File: config.mk
export PLATFORM = sky130hd
export DESIGN_NAME = rtks_ctrl
export DESIGN_NICKNAME = d
export VERILOG_FILES = /design/src/rtks_pkg.sv /design/src/rtks_ctrl.sv
export SDC_FILE = /design/constraint.sdc
export NUM_CORES = 1
export LEC_CHECK = 0
export BUFFER_PORTS_ARGS = -buffer_cell sky130_fd_sc_hd__buf_2
export CAP_MARGIN = 10
export CELL_PAD_IN_SITES_DETAIL_PLACEMENT = 1
export CELL_PAD_IN_SITES_GLOBAL_PLACEMENT = 1
export CORE_AREA = 2 2 39 41
export CTS_CLUSTER_DIAMETER = 120
export DETAILED_ROUTE_END_ITERATION = 10
export DIE_AREA = 0 0 41 43
export PLACE_DENSITY_LB_ADDON = 0.15
export SKIP_CTS_REPAIR_TIMING = 1
export SYNTH_ARGS = -nofsm -noshare
export SYNTH_HDL_FRONTEND = slang
export SYNTH_SLANG_ARGS = --single-unit
File: constraint.sdc
create_clock -name clock -period 1.1 [get_ports clock]
set_input_delay 0.055 -clock clock [delete_from_list [all_inputs] [get_ports clock]]
set_output_delay 0.055 -clock clock [all_outputs]
set_load 0.02 [all_outputs]
File: src/rtks_pkg.sv
`default_nettype none
package rtks_pkg;

   localparam int MAX_RECORDS = 64;
   localparam int MARK_COUNT  = 5;
   localparam int ADDR_W      = $clog2(MAX_RECORDS);
   localparam int CNT_W       = $clog2(MAX_RECORDS + 1);

   // Mean by five as a multiply by round-up(2^14 / 5) and a shift. The error
   // stays below one part in a thousand over the sum range, so the floor is exact.
   localparam int MEAN_RECIP = 3277;
   localparam int MEAN_SHIFT = 14;
   localparam int SUM_W      = 11;
   localparam int PROD_W     = 23;

   typedef struct packed {
      logic [15:0] record_key;
      logic [7:0]  mark_zero;
      logic [7:0]  mark_one;
      logic [7:0]  mark_two;
      logic [7:0]  mark_three;
      logic [7:0]  mark_four;
      logic [63:0] tag_low;
      logic [15:0] tag_high;
      logic        last_record;
   } req_payload_type;

   typedef struct packed {
      logic [15:0] out_key;
      logic [7:0]  out_mark_zero;
      logic [7:0]  out_mark_one;
      logic [7:0]  out_mark_two;
      logic [7:0]  out_mark_three;
      logic [7:0]  out_mark_four;
      logic [10:0] mark_sum;
      logic [7:0]  mark_mean;
      logic [63:0] out_tag_low;
      logic [15:0] out_tag_high;
      logic        final_out;
      logic        overflowed;
   } rsp_payload_type;

   typedef struct packed {
      logic [15:0] key;
      logic [7:0]  mark_zero;
      logic [7:0]  mark_one;
      logic [7:0]  mark_two;
      logic [7:0]  mark_three;
      logic [7:0]  mark_four;
      logic [63:0] tag_low;
      logic [15:0] tag_high;
   } record_type;

   typedef enum logic [2:0] {
      ST_LOAD,
      ST_RD_I,
      ST_CAP_I,
      ST_CMP_J,
      ST_EMIT
   } state_type;

   typedef struct packed {
      logic load;
      logic rd_i;
      logic cap_i;
      logic cmp_j;
      logic emit;
   } cmd_type;

   typedef struct packed {
      logic i_more;
      logic j_more;
      logic out_free;
   } stat_type;

endpackage
`default_nettype wire

File: src/rtks_ctrl.sv
`default_nettype none
module rtks_ctrl (
   input  wire logic              clock,
   input  wire logic              reset,
   input  wire logic              req_valid,
   input  wire logic              req_last,
   input  wire rtks_pkg::stat_type stat,
   output rtks_pkg::cmd_type      cmd,
   output logic                   req_stall
);

   rtks_pkg::state_type state_ff;
   rtks_pkg::state_type state_in;

   always_ff @(posedge clock) begin
      if (reset) begin
         state_ff <= rtks_pkg::ST_LOAD;
      end else begin
         state_ff <= state_in;
      end
   end

   always_comb begin
      state_in = state_ff;
      case (state_ff)
         rtks_pkg::ST_LOAD: begin
            if (req_valid && req_last) state_in = rtks_pkg::ST_RD_I;
         end
         rtks_pkg::ST_RD_I: begin
            state_in = rtks_pkg::ST_CAP_I;
         end
         rtks_pkg::ST_CAP_I: begin
            state_in = stat.i_more ? rtks_pkg::ST_CMP_J : rtks_pkg::ST_EMIT;
         end
         rtks_pkg::ST_CMP_J: begin
            state_in = stat.j_more ? rtks_pkg::ST_CMP_J : rtks_pkg::ST_EMIT;
         end
         rtks_pkg::ST_EMIT: begin
            if (stat.out_free) begin
               state_in = stat.i_more ? rtks_pkg::ST_RD_I : rtks_pkg::ST_LOAD;
            end
         end
         default: begin
            state_in = rtks_pkg::ST_LOAD;
         end
      endcase
   end

   always_comb begin
      cmd       = '0;
      req_stall = 1'b1;
      case (state_ff)
         rtks_pkg::ST_LOAD: begin
            req_stall = 1'b0;
            cmd.load  = req_valid;
         end
         rtks_pkg::ST_RD_I: begin
            cmd.rd_i = 1'b1;
         end
         rtks_pkg::ST_CAP_I: begin
            cmd.cap_i = 1'b1;
         end
         rtks_pkg::ST_CMP_J: begin
            cmd.cmp_j = 1'b1;
         end
         rtks_pkg::ST_EMIT: begin
            cmd.emit = stat.out_free;
         end
         default: begin
            cmd = '0;
         end
      endcase
   end

endmodule
`default_nettype wire

# == Word-level counts from Yosys, hierarchy flattened ==
# Index checks and enable logic that the tools add are counted.
# classes
eq_ne,6
reduce_logical,3
mux,12
# op_table
op,n
$pmux W3 S5,1
$mux W3,4
$mux W1,7
$eq A3 B2 Y1 const B,2
$ne A2 B2 Y1 const B,2
$eq A3 B1 Y1 const B,1
$eq A3 B3 Y1 const B,1
$logic_not A3 Y1,1
$reduce_and A2 Y1,1
$logic_and A1 B1 Y1,1
# word_totals
regBits,3
wordCells,22
out_inout_bits,6

# == Logic depth before layout (Yosys ltp) ==
# Gate-level depths: netlist of the first run.
# logic_depth
depth_word,3
ltp_mapped,4
mapped_depth_nobuf,3

# == Worst setup path after synthesis of the first run ==
# Ideal clock, no wire load.
# synth_path
path_type,register -> register
startpoint,register state_ff[2]
endpoint,register state_ff[0]
stages_incl_launch_ff,4
t_arrival_ns,1.065
slack_ns,-0.109
path_buffers,0
setup_ns,0.144
path_cell_list,dfxtp_1 > and3b_2 > a221oi_2 > a2111oi_2
# synth_via
elab_chain_cells,3
# synth_rtl
item,line,source
"start, declared",rtks_ctrl.sv:12,rtks_pkg::state_type state_ff;
"start signal, assigned",rtks_ctrl.sv:17,state_ff <= rtks_pkg::ST_LOAD;
"start signal, assigned",rtks_ctrl.sv:19,state_ff <= state_in;
$eq A3 B3 Y1 / $logic_not A3 Y1 (equally long branches),rtks_ctrl.sv:25,case (state_ff)
$ne A2 B2 Y1 (no source line),n/a,
$reduce_and A2 Y1 (no source line),n/a,
# Parallel ways exist; a longest one is shown, timed or not.
# A chain may end at the register's enable or synchronous reset.

==> key figures, run 1 <==
Final layout
  • Largest registers: state_ff (3)
  • Util after Layout: 0.301
  • Fraction of layout cells with a size suffix above 1: 0.702
  • Area delta synth->final: 85.0%
  • Final net count: 55
  • Max reg flops: 3
  • Antenna cell count: 0
  • Reg with most FFs: state_ff
  • Filler Cell Count: roughly 170

Global route
  • GRT Total Usage: 0.103
  • Initial antenna violation count: 0
  • Vias in the first global route: 292
  • Pin count of the biggest net entering global routing: 7
  • Grt total ovfl: 0
  • First-pass GRT wire length: around 1200 um

Drt
  • Iter 0 DRT Violations: 1
  • Final wirelength: 791 um
  • Via-to-Cell Ratio: roughly 4.6
  • 1st-pass router iterations: 2
  • DR vias: between 200 and 300
  • Post-DR wirelength/cell: 12.6 um
  • Routed Antenna Nets: 0
  • # DRC: 0

Critical path
  • CP Buf/Inv Count: 2
  • Launching point of the worst reg2reg path: state_ff[0]$_SDFFE_PP0P_
  • Critical-path top delay cell: dfxtp_4
  • Reg2reg setup slack: approximately 0.020 ns
  • Crit-path leading delay family: flip-flops
  • Critical-path cell list: buf_4, nor3_2, buf_4
  • CP Class: reg2out
  • Worst R2R Path Depth: 3
  • Reg2reg end: state_ff[0]$_SDFFE_PP0P_
  • Setup crit start: state_ff[0]$_SDFFE_PP0P_
  • CP Data Arrival Time: between 1 and 1.5 ns
  • CP endpoint kind: output port
  • Type of origin of the critical path: flop
  • Most frequent CP cell: buf_4
  • Slowest cell delay on critical path: around 0.36 ns
  • CP max FO: 6
  • CP Data Required Time: 1.04 ns

Yosys
  • Synth cell count leaders: dfxtp_1, and3_1, inv_1, nand2_1, nor2_1
  • Post-synth cell types: 20
  • Warning count from the yosys run: 0
  • Largest area contributor in the netlist: dfxtp_1
  • Syn nets: 33
  • Ys async rst share: 0
  • Mapped Avg Cell Area: slightly below 9 um^2
  • Share of the synthesized area in the top cell type: 0.267
  • Yosys reg bits: 3
  • Syn Inst Count: 26
  • Mapped cell area: 225 um^2
  • EDFF count, synth: 0
  • Post-synthesis sequential area ratio: 0.267
  • Top cells by area, synth: dfxtp_1, a2111oi_2, a221oi_2, and3_1, buf_6
  • Dominant synthesized flop cell: dfxtp_1
  • Count leader, synth: dfxtp_1

Floorplanning
  • Total die area: 0.00176 mm^2
  • Die Ht: between 40 and 50 um
  • Starting Density: 0.163
  • IO Count: 13
  • Die X: about 41 um
  • Rows: 14
  • Core Area: 0.00138 mm^2

Hold path
  • Worst Hold Launch: reset
  • Min-Delay Path Depth: 2
  • Hold Crit Class: in2reg
  • Worst Hold End: state_ff[1]$_SDFFE_PP0P_

Pwr
  • PwrDens: ~1500 mW/mm^2
  • VDD IR max: about 350 uV
  • Total Power: 633 uW
  • Pleak: 0.000190 uW

STA
  • Slew headroom: 0.703
  • Worst-Margin Slew: ~0.44 ns
  • Setup WS post-layout: -0.0307 ns
  • Min Hold Slack: 0.0344 ns
  • Clock skew: approximately 0.0018 ns
  • Crit path time final: 1.13 ns
  • Final hold vios: 0
  • Fmax: 0.884 GHz
  • Final setup viols: 5
  • RSZ-0062 raised after global routing: yes
  • Fin crit share: 1.03
  • Slew Limit Fails: 0

Clock tree
  • H-Tree Depth: 1
  • Root Buffer: clkbuf_4
  • CTS tree: built
  • Clock tree buffer depth: 2
  • Inserted Clock Buffers: 3
  • Worst skew pair latency: approximately 0.24 ns
  • Worst-path clk slew: approximately 0.04 ns
  • CTS sink count: 3

Placement
  • GPL Wtd Cong: approximately 0.66
  • # port buffers: 12
  • Post-DP HPWL: roughly 620 um

Status
  • Failing checks: negative setup slack
  • Outcome: finished with violations

Run
  • Max cap viols: 0
==> worst register-to-register path, cell delays in order, from the launching register on <==
cell       delay [ns]
dfxtp_4          0.36
nor2_4           0.16
nand2_2          0.08
a2111oi_2        0.36
==> cell type report <==
cell class / instances / area (um^2) / share of cell area
inverters: 2 / 10.0 / 0.0240
clock buffers: 4 / 26.3 / 0.0631
repair buffers: 18 / 126 / 0.303
flip-flops and latches: 3 / 68.8 / 0.165
multi-input cells: 20 / 165 / 0.396
well taps: 16 / 20.0 / 0.0480
==> per-layer routing <==
layer | track usage | routed length, um | vias up
li1 | - | - | 142
met4 | 0.0800 | 8 | 0
met3 | 0.0366 | 36 | 2
met2 | 0.150 | 433 | 7
met5 | 0 | 0 | -
met1 | 0.115 | 313 | 138
==> layout by cell type (no fill, tap or decap), drive strengths merged <==
master and n:
buf 18, clkbuf 4, nor2 3, dfxtp 3
and3 2, inv 2, nand2 2, a2111oi 2
and3b 1, nor3 1, nand2b 1, nor3b 1
a221oi 1, mux2i 1, nor4b 1, a31oi 1
o21ai 1, nand3b 1, a211oi 1
==> how the worst max path moves through the flow <==
| stage | to | slack, ns | cells after the start |
|---|---|---|---|
| final | cmd[2] | -0.03 | 3 |
| after global routing | req_stall | -0.07 | 4 |
| after CTS | cmd[2] | -0.17 | 4 |
| after detailed placement | state_ff[0]$_SDFFE_PP0P_ | -0.04 | 3 |
| after global placement | state_ff[0]$_SDFFE_PP0P_ | 0.04 | 3 |
| after floorplan | state_ff[0]$_SDFFE_PP0P_ | -0.01 | 4 |
==> power by group <==
group          total [uW]  internal, uW  switching, uW
combinational         279           142            137
clock                 200           136           63.3
sequential            155           128           27.1
==> cells by family after synthesis <==
family	Yosys count	share of synthesized area
buffers and inverters	3	0.0833
and+or+nand+nor	13	0.350
muxes	1	0.0444
AOI/OAI and AO/OA	6	0.256
DFF	3	0.267
==> stage by stage <==
step | cells | worst slack, ns | instance area [um^2] | setup TNS (ns)
finish | 63 | -0.0307 | 417 | -0.122
global route | 63 | -0.0701 | 417 | -0.352
CTS | 62 | -0.172 | 359 | -0.720
detailed placement | 58 | -0.0372 | 333 | -0.0372
global placement | 58 | 0.0415 | 333 | 0
floorplan | 26 | -0.0109 | 226 | -0.0109
No activity file was read; power rests on OpenSTA's default activity.
==> inputs of run 2 (changes only) <==
--- a/config.mk
+++ b/config.mk
@@ -7,8 +7,6 @@
 export LEC_CHECK = 0
 export BUFFER_PORTS_ARGS = -buffer_cell sky130_fd_sc_hd__buf_2
 export CAP_MARGIN = 10
-export CELL_PAD_IN_SITES_DETAIL_PLACEMENT = 1
-export CELL_PAD_IN_SITES_GLOBAL_PLACEMENT = 1
 export CORE_AREA = 2 2 39 41
 export CTS_CLUSTER_DIAMETER = 120
 export DETAILED_ROUTE_END_ITERATION = 10
==> run 2 against run 1 <==
The run still ends with negative setup slack left. Global-route usage shrank 2.4 points. Combinational power grew 19%. First-iteration DRC count grew to 6.0 times the previous value. Clock power shrank 4%. Routed wire length shrank 4.6%. Cell area grew 13%. Via count grew 4.2%. Fmax shrank 1.9%. Hold slack lost 0.013 ns. Power grew 7.9%. Critical path type unchanged. Largest cell class is now buffers.
==> key figures, run 2 (synthesized netlist as in run 1, its figures left out) <==
Pwr
  • Clock power frac: 0.281 (-0.034)
  • Pleak: 0.000202 uW (+6.2%)
  • Int Pwr: 454 uW (+12%)
  • VDD IR max: 359 uV (+1.5%)
  • Comb pwr share: 0.487 (+0.047)
  • PwrDens: 1450 mW/mm^2 (-4.5%)
  • NetSw: 229 uW (+0.82%)
  • Switching part of the total: 0.336 (-0.0235)
  • Sequential share of power: 0.232 (-0.012)

STA
  • Min Hold Slack: 0.0219 ns (-0.0125 ns)
  • Clock skew: 0.00193 ns (+0.000102 ns)
  • RSZ-0062 raised after global routing: yes
  • Crit path time final: 1.15 ns (+0.0219 ns)
  • Setup WS post-layout: -0.0527 ns (-0.0219 ns)
  • Final setup viols: 5 (unchanged)
  • Fin crit share: 1.05 (+0.0199)
  • Final hold vios: 0 (unchanged)
  • Slew Limit Fails: 0 (unchanged)
  • Worst-Margin Slew: 0.432 ns (-0.0123 ns)
  • Fmax: 0.868 GHz (-1.9%)
  • Slew headroom: 0.711 (+0.00825)

Final layout
  • Final net count: 58 (+5.5%)
  • Max reg flops: 3 (unchanged)
  • Non-Filler Instances: 66 (+4.8%)
  • Util after Layout: 0.340 (+0.0389)
  • Most frequent cells in the layout: buf_6, buf_4, buf_2
  • Most common library cell in the layout ignoring fill and taps: buf_6
  • Reg with most FFs: state_ff
  • Final design area excluding fillers: 470 um^2 (+13%)
  • Largest registers: state_ff (3)
  • Fraction of layout cells with a size suffix above 1: 0.720 (+0.0179)
  • Register area: 71.3 um^2 (+3.6%)
  • Multi-input logic area: 168 um^2 (+1.5%)
  • Antenna cell count: 0 (unchanged)
  • Area delta synth->final: 109%
  • Filler Cell Count: 157 (-5.4%)

Clock tree
  • CTS tree: built
  • Worst skew pair latency: 0.23 ns (about the same)
  • H-Tree Depth: 1 (unchanged)
  • Root Buffer: clkbuf_4
  • CTS sink count: 3 (unchanged)
  • Clock tree buffer depth: 2 (unchanged)
  • Worst-path clk slew: 0.03 ns (about the same)
  • Inserted Clock Buffers: 3 (unchanged)

Global route
  • Met2 usage: 0.106 (-0.0438)
  • GRT Total Usage: 0.0792 (-0.0240)
  • Grt total ovfl: 0 (unchanged)
  • First-pass GRT wire length: 917 um (-23%)
  • Vias in the first global route: 235 (-20%)
  • Met1 global-route usage: 0.106 (-0.00925)
  • Met3 GRT Util: 0.0157 (-0.0209)
  • Grt peak-use layer: met2
  • Pin count of the biggest net entering global routing: 9 (+2)
  • Initial antenna violation count: 0 (unchanged)

Placement
  • Dpl cells: 59 (+1.7%)
  • # port buffers: 12 (unchanged)
  • Post-DP HPWL: 529 um (-14%)
  • GPL Wtd Cong: 0.717 (+8.7%)
  • Placed cell area: 340 um^2 (+2.3%)
  • Pre-CTS WS: -0.0131 ns (+0.0241 ns)

Drt
  • Routed Antenna Nets: 0 (unchanged)
  • Iter 0 DRT Violations: 6 (+5)
  • Post-DR wirelength/cell: 11.4 um (-8.9%)
  • # DRC: 0 (unchanged)
  • Via-to-Cell Ratio: 4.56 (-0.58%)
  • Final wirelength: 755 um (-4.6%)
  • 1st-pass router iterations: 4 (+2)
  • DR vias: 301 (+4.2%)

Floorplanning
  • Core Area: 0.00138 mm^2 (unchanged)
  • IO Count: 13 (unchanged)
  • Starting Density: 0.163 (unchanged)
  • Die X: 41 um (unchanged)
  • Die Ht: 43 um (unchanged)
  • Total die area: 0.00176 mm^2 (unchanged)
  • Rows: 14 (unchanged)

Critical path
  • CP Data Arrival Time: 1.10 ns (+0.02 ns)
  • CP Data Required Time: 1.04 ns (about the same)
  • Type of origin of the critical path: flop
  • CP Class: reg2out
  • CP endpoint kind: output port
  • CP max FO: 7 (+1)
  • Reg2reg setup slack: 0.02 ns (about the same)

Status
  • Failing checks: negative setup slack
  • Outcome: finished with violations

Run
  • Max cap viols: 0 (unchanged)

Hold path
  • Hold Crit Class: in2reg
-- run 2: changes by cell type in the layout (fill, tap and decap cells not counted), sizes merged --
cell  change
buf       +3
-- run 2: worst max-delay path, stage by stage (launching register included) --
cell and delay, ns:
dfxtp_4 0.36, nor2_4 0.13, buf_6 0.10, and3_4 0.16, buf_6 0.11
-- run 2: area by class of cell --
cell class                      instances  share of cell area
Sequential cell                         3               0.152
Inverter                                2              0.0266
Tap cell                               16              0.0426
Clock buffer                            4              0.0559
Timing Repair Buffer                   21               0.367
Multi-Input combinational cell         20               0.356
-- run 2: path summary, 6_finish.rpt --
path,from,endpoint,depth (start not counted)
max,state_ff[0]$_SDFFE_PP0P_,cmd[4],4
min,reset,state_ff[1]$_SDFFE_PP0P_,2
max reg2reg,state_ff[2]$_SDFFE_PP0P_,state_ff[0]$_SDFFE_PP0P_,4
min reg2reg,state_ff[2]$_SDFFE_PP0P_,state_ff[0]$_SDFFE_PP0P_,1
-- run 2: through the flow --
step                setup TNS [ns]  total power [uW]
finish                      -0.134               683
global route                -0.468               736
CTS                         -0.878               573
detailed placement         -0.0131               375
global placement          -0.00335               375
floorplan                  -0.0109               289
-- run 2: power by group through the flow --
| stage | Combinational (uW) | Clock (uW) | Sequential [uW] |
|---|---|---|---|
| finish | 333 | 192 | 158 |
| global route | 355 | 220 | 161 |
| CTS | 226 | 199 | 149 |
| detailed placement | 225 | 0 | 150 |
| global placement | 225 | 0 | 150 |
| floorplan | 152 | 0 | 137 |
-- run 2: layer usage --
layer  share of wire  wire (um)
met1            0.41        307
met2            0.49        369
met3           0.077         58
met4           0.025         19
met5               0          0
==> inputs of run 3 (changes only) <==
--- a/config.mk
+++ b/config.mk
@@ -5,7 +5,7 @@
 export SDC_FILE = /design/constraint.sdc
 export NUM_CORES = 1
 export LEC_CHECK = 0
-export BUFFER_PORTS_ARGS = -buffer_cell sky130_fd_sc_hd__buf_2
+export BUFFER_PORTS_ARGS = -buffer_cell sky130_fd_sc_hd__buf_4
 export CAP_MARGIN = 10
 export CORE_AREA = 2 2 39 41
 export CTS_CLUSTER_DIAMETER = 120
==> run 3 against run 2 <==
The run still ends with negative setup slack left. Clock power shrank 5%. First-iteration DRC count decreased by 50%. Cell area increased by 17%. Via count up 2.3%. Clock skew is 0.00069 ns lower. Non-clock buffer count up 3. Critical path depth did not move. Final cell count is 4.5% higher. Register-to-register slack worse by 0.05 ns. Power grew 8.0%. Critical endpoint unchanged. Largest cell class unchanged.
==> key figures, run 3 (synthesized netlist as in run 1, its figures left out) <==
Drt
  • Metal-1 WL: 337 um (+9.8%)
  • Final wirelength: 796 um (+5.4%)
  • Post-DR wirelength/cell: 11.5 um (+0.85%)
  • Met2 wire len: 405 um (+9.8%)
  • DR vias: 308 (+2.3%)
  • WL met3: 53 um (-8.6%)
  • Routed Antenna Nets: 0 (unchanged)
  • 1st-pass router iterations: 2 (-2)
  • Iter 0 DRT Violations: 3 (-3)
  • Via-to-Cell Ratio: 4.46 (-2.1%)
  • Highest routed metal layer: met3
  • # DRC: 0 (unchanged)

Global route
  • Pin count of the biggest net entering global routing: 9 (unchanged)
  • First-pass GRT wire length: 1070 um (+17%)
  • Grt total ovfl: 0 (unchanged)
  • Vias in the first global route: 256 (+8.9%)
  • GRT Total Usage: 0.0922 (+0.0129)
  • Initial antenna violation count: 0 (unchanged)

Clock tree
  • CTS sink count: 3 (unchanged)
  • Worst-path clk slew: 0.04 ns (about the same)
  • H-Tree Depth: 1 (unchanged)
  • Inserted Clock Buffers: 3 (unchanged)
  • Worst skew pair latency: 0.22 ns (about the same)
  • Root Buffer: clkbuf_4
  • Clock tree buffer depth: 2 (unchanged)
  • CTS tree: built

Final layout
  • Fraction of layout cells with a size suffix above 1: 0.811 (+0.0913)
  • Most frequent cells in the layout: buf_4, buf_6, clkbuf_4, dfxtp_4
  • Max reg flops: 3 (unchanged)
  • Antenna cell count: 0 (unchanged)
  • Reg with most FFs: state_ff
  • Largest registers: state_ff (3)
  • Non-Filler Instances: 69 (+4.5%)
  • Most common library cell in the layout ignoring fill and taps: buf_4
  • Final net count: 61 (+5.2%)
  • Area delta synth->final: 145%
  • Filler Cell Count: 147 (-6.4%)

Critical path
  • Slowest cell delay on critical path: 0.35 ns (about the same)
  • CP Class: reg2out
  • CP endpoint kind: output port
  • CP Data Required Time: 1.04 ns (about the same)
  • Critical-path cell list: nor2_4, buf_6, and3_4, buf_6
  • Most frequent CP cell: buf_6
  • CP Data Arrival Time: 1.10 ns (about the same)
  • Type of origin of the critical path: flop
  • CP max FO: 5 (-2)
  • Critical-path top delay cell: dfxtp_4

STA
  • RSZ-0062 raised after global routing: yes
  • Worst-Margin Slew: 0.347 ns (-0.0853 ns)
  • Setup WS post-layout: -0.0550 ns (-0.00236 ns)
  • Clock skew: 0.00124 ns (-0.000692 ns)
  • Slew headroom: 0.768 (+0.0571)
  • Final setup viols: 6 (+1)
  • Fmax: 0.866 GHz (-0.20%)
  • Crit path time final: 1.16 ns (+0.00236 ns)
  • Final hold vios: 0 (unchanged)
  • TNS Setup: -0.183 ns (-0.0489 ns)
  • Fin crit share: 1.05 (+0.00215)
  • Slew Limit Fails: 0 (unchanged)

Floorplanning
  • Die X: 41 um (unchanged)
  • Starting Density: 0.163 (unchanged)
  • Total die area: 0.00176 mm^2 (unchanged)
  • Rows: 14 (unchanged)
  • IO Count: 13 (unchanged)
  • Core Area: 0.00138 mm^2 (unchanged)
  • Die Ht: 43 um (unchanged)

Placement
  • # port buffers: 12 (unchanged)
  • Dpl cells: 60 (+1.7%)
  • GPL Wtd Cong: 0.756 (+5.4%)
  • Post-DP HPWL: 564 um (+6.6%)

Pwr
  • Pleak: 0.000230 uW (+14%)
  • Sequential share of power: 0.208 (-0.024)
  • Int Pwr: 495 uW (+9.0%)
  • NetSw: 243 uW (+6.1%)
  • Clock power frac: 0.248 (-0.033)
  • VDD IR max: 396 uV (+10%)
  • Comb pwr share: 0.544 (+0.057)
  • PwrDens: 1340 mW/mm^2 (-7.9%)
  • Switching part of the total: 0.330 (-0.00606)

Status
  • Failing checks: negative setup slack
  • Outcome: finished with violations

Run
  • Max cap viols: 0 (unchanged)

Hold path
  • Hold Crit Class: in2reg
==> run 3: area by class of cell <==
cell class,count,area (um^2),area share
clock buffer,4,26.3,0.0476
inverter,2,17.5,0.0317
multi-input combinational,20,195,0.354
sequential,3,71.3,0.129
tap,16,20.0,0.0363
timing repair buffer,24,221,0.401
==> run 3: per-stage QoR <==
stage                     hold WS [ns]  power (uW)  setup slack, ns   util  cell area, um^2
after floorplan                  0.120         289          -0.0109      -              226
after global placement           0.243         412          -0.0469  0.273              378
after detailed placement         0.244         412          -0.0674  0.273              378
after CTS                      0.00156         607           -0.230  0.292              404
after global routing           0.00256         789           -0.102  0.399              552
final                          0.00479         738          -0.0550  0.399              552
==> run 3: power by group through the flow <==
| stage | registers, uW | logic, uW | clock network [uW] |
|---|---|---|---|
| 2_1_floorplan | 137 | 152 | 0 |
| 3_3_place_gp | 149 | 263 | 0 |
| 3_5_place_dp | 149 | 263 | 0 |
| 4_1_cts | 147 | 264 | 195 |
| 5_1_grt | 156 | 430 | 203 |
| 6_report | 153 | 401 | 183 |
==> run 3: layer usage <==
layer	vias to the layer above	global-route usage
met5	-	0
met4	0	0.0600
met3	0	0.0314
met2	12	0.113
met1	142	0.131
li1	154	-
==> run 3: path summary, 6_finish.rpt <==
path	start	to	slack (ns)	depth (start not counted)
setup reg to reg	state_ff[0]$_SDFFE_PP0P_	state_ff[0]$_SDFFE_PP0P_	-0.03	4
hold reg to reg	state_ff[2]$_SDFFE_PP0P_	state_ff[0]$_SDFFE_PP0P_	0.48	1
setup / recovery	state_ff[0]$_SDFFE_PP0P_	cmd[4]	-0.06	4
hold / removal	reset	state_ff[1]$_SDFFE_PP0P_	0.005	2
==> run 3: critical path: cells and delay by family, from the launching register on <==
family / cells / cell delay (ns)
flops: 1 / 0.35
buf+inv: 2 / 0.22
simple gates: 2 / 0.31
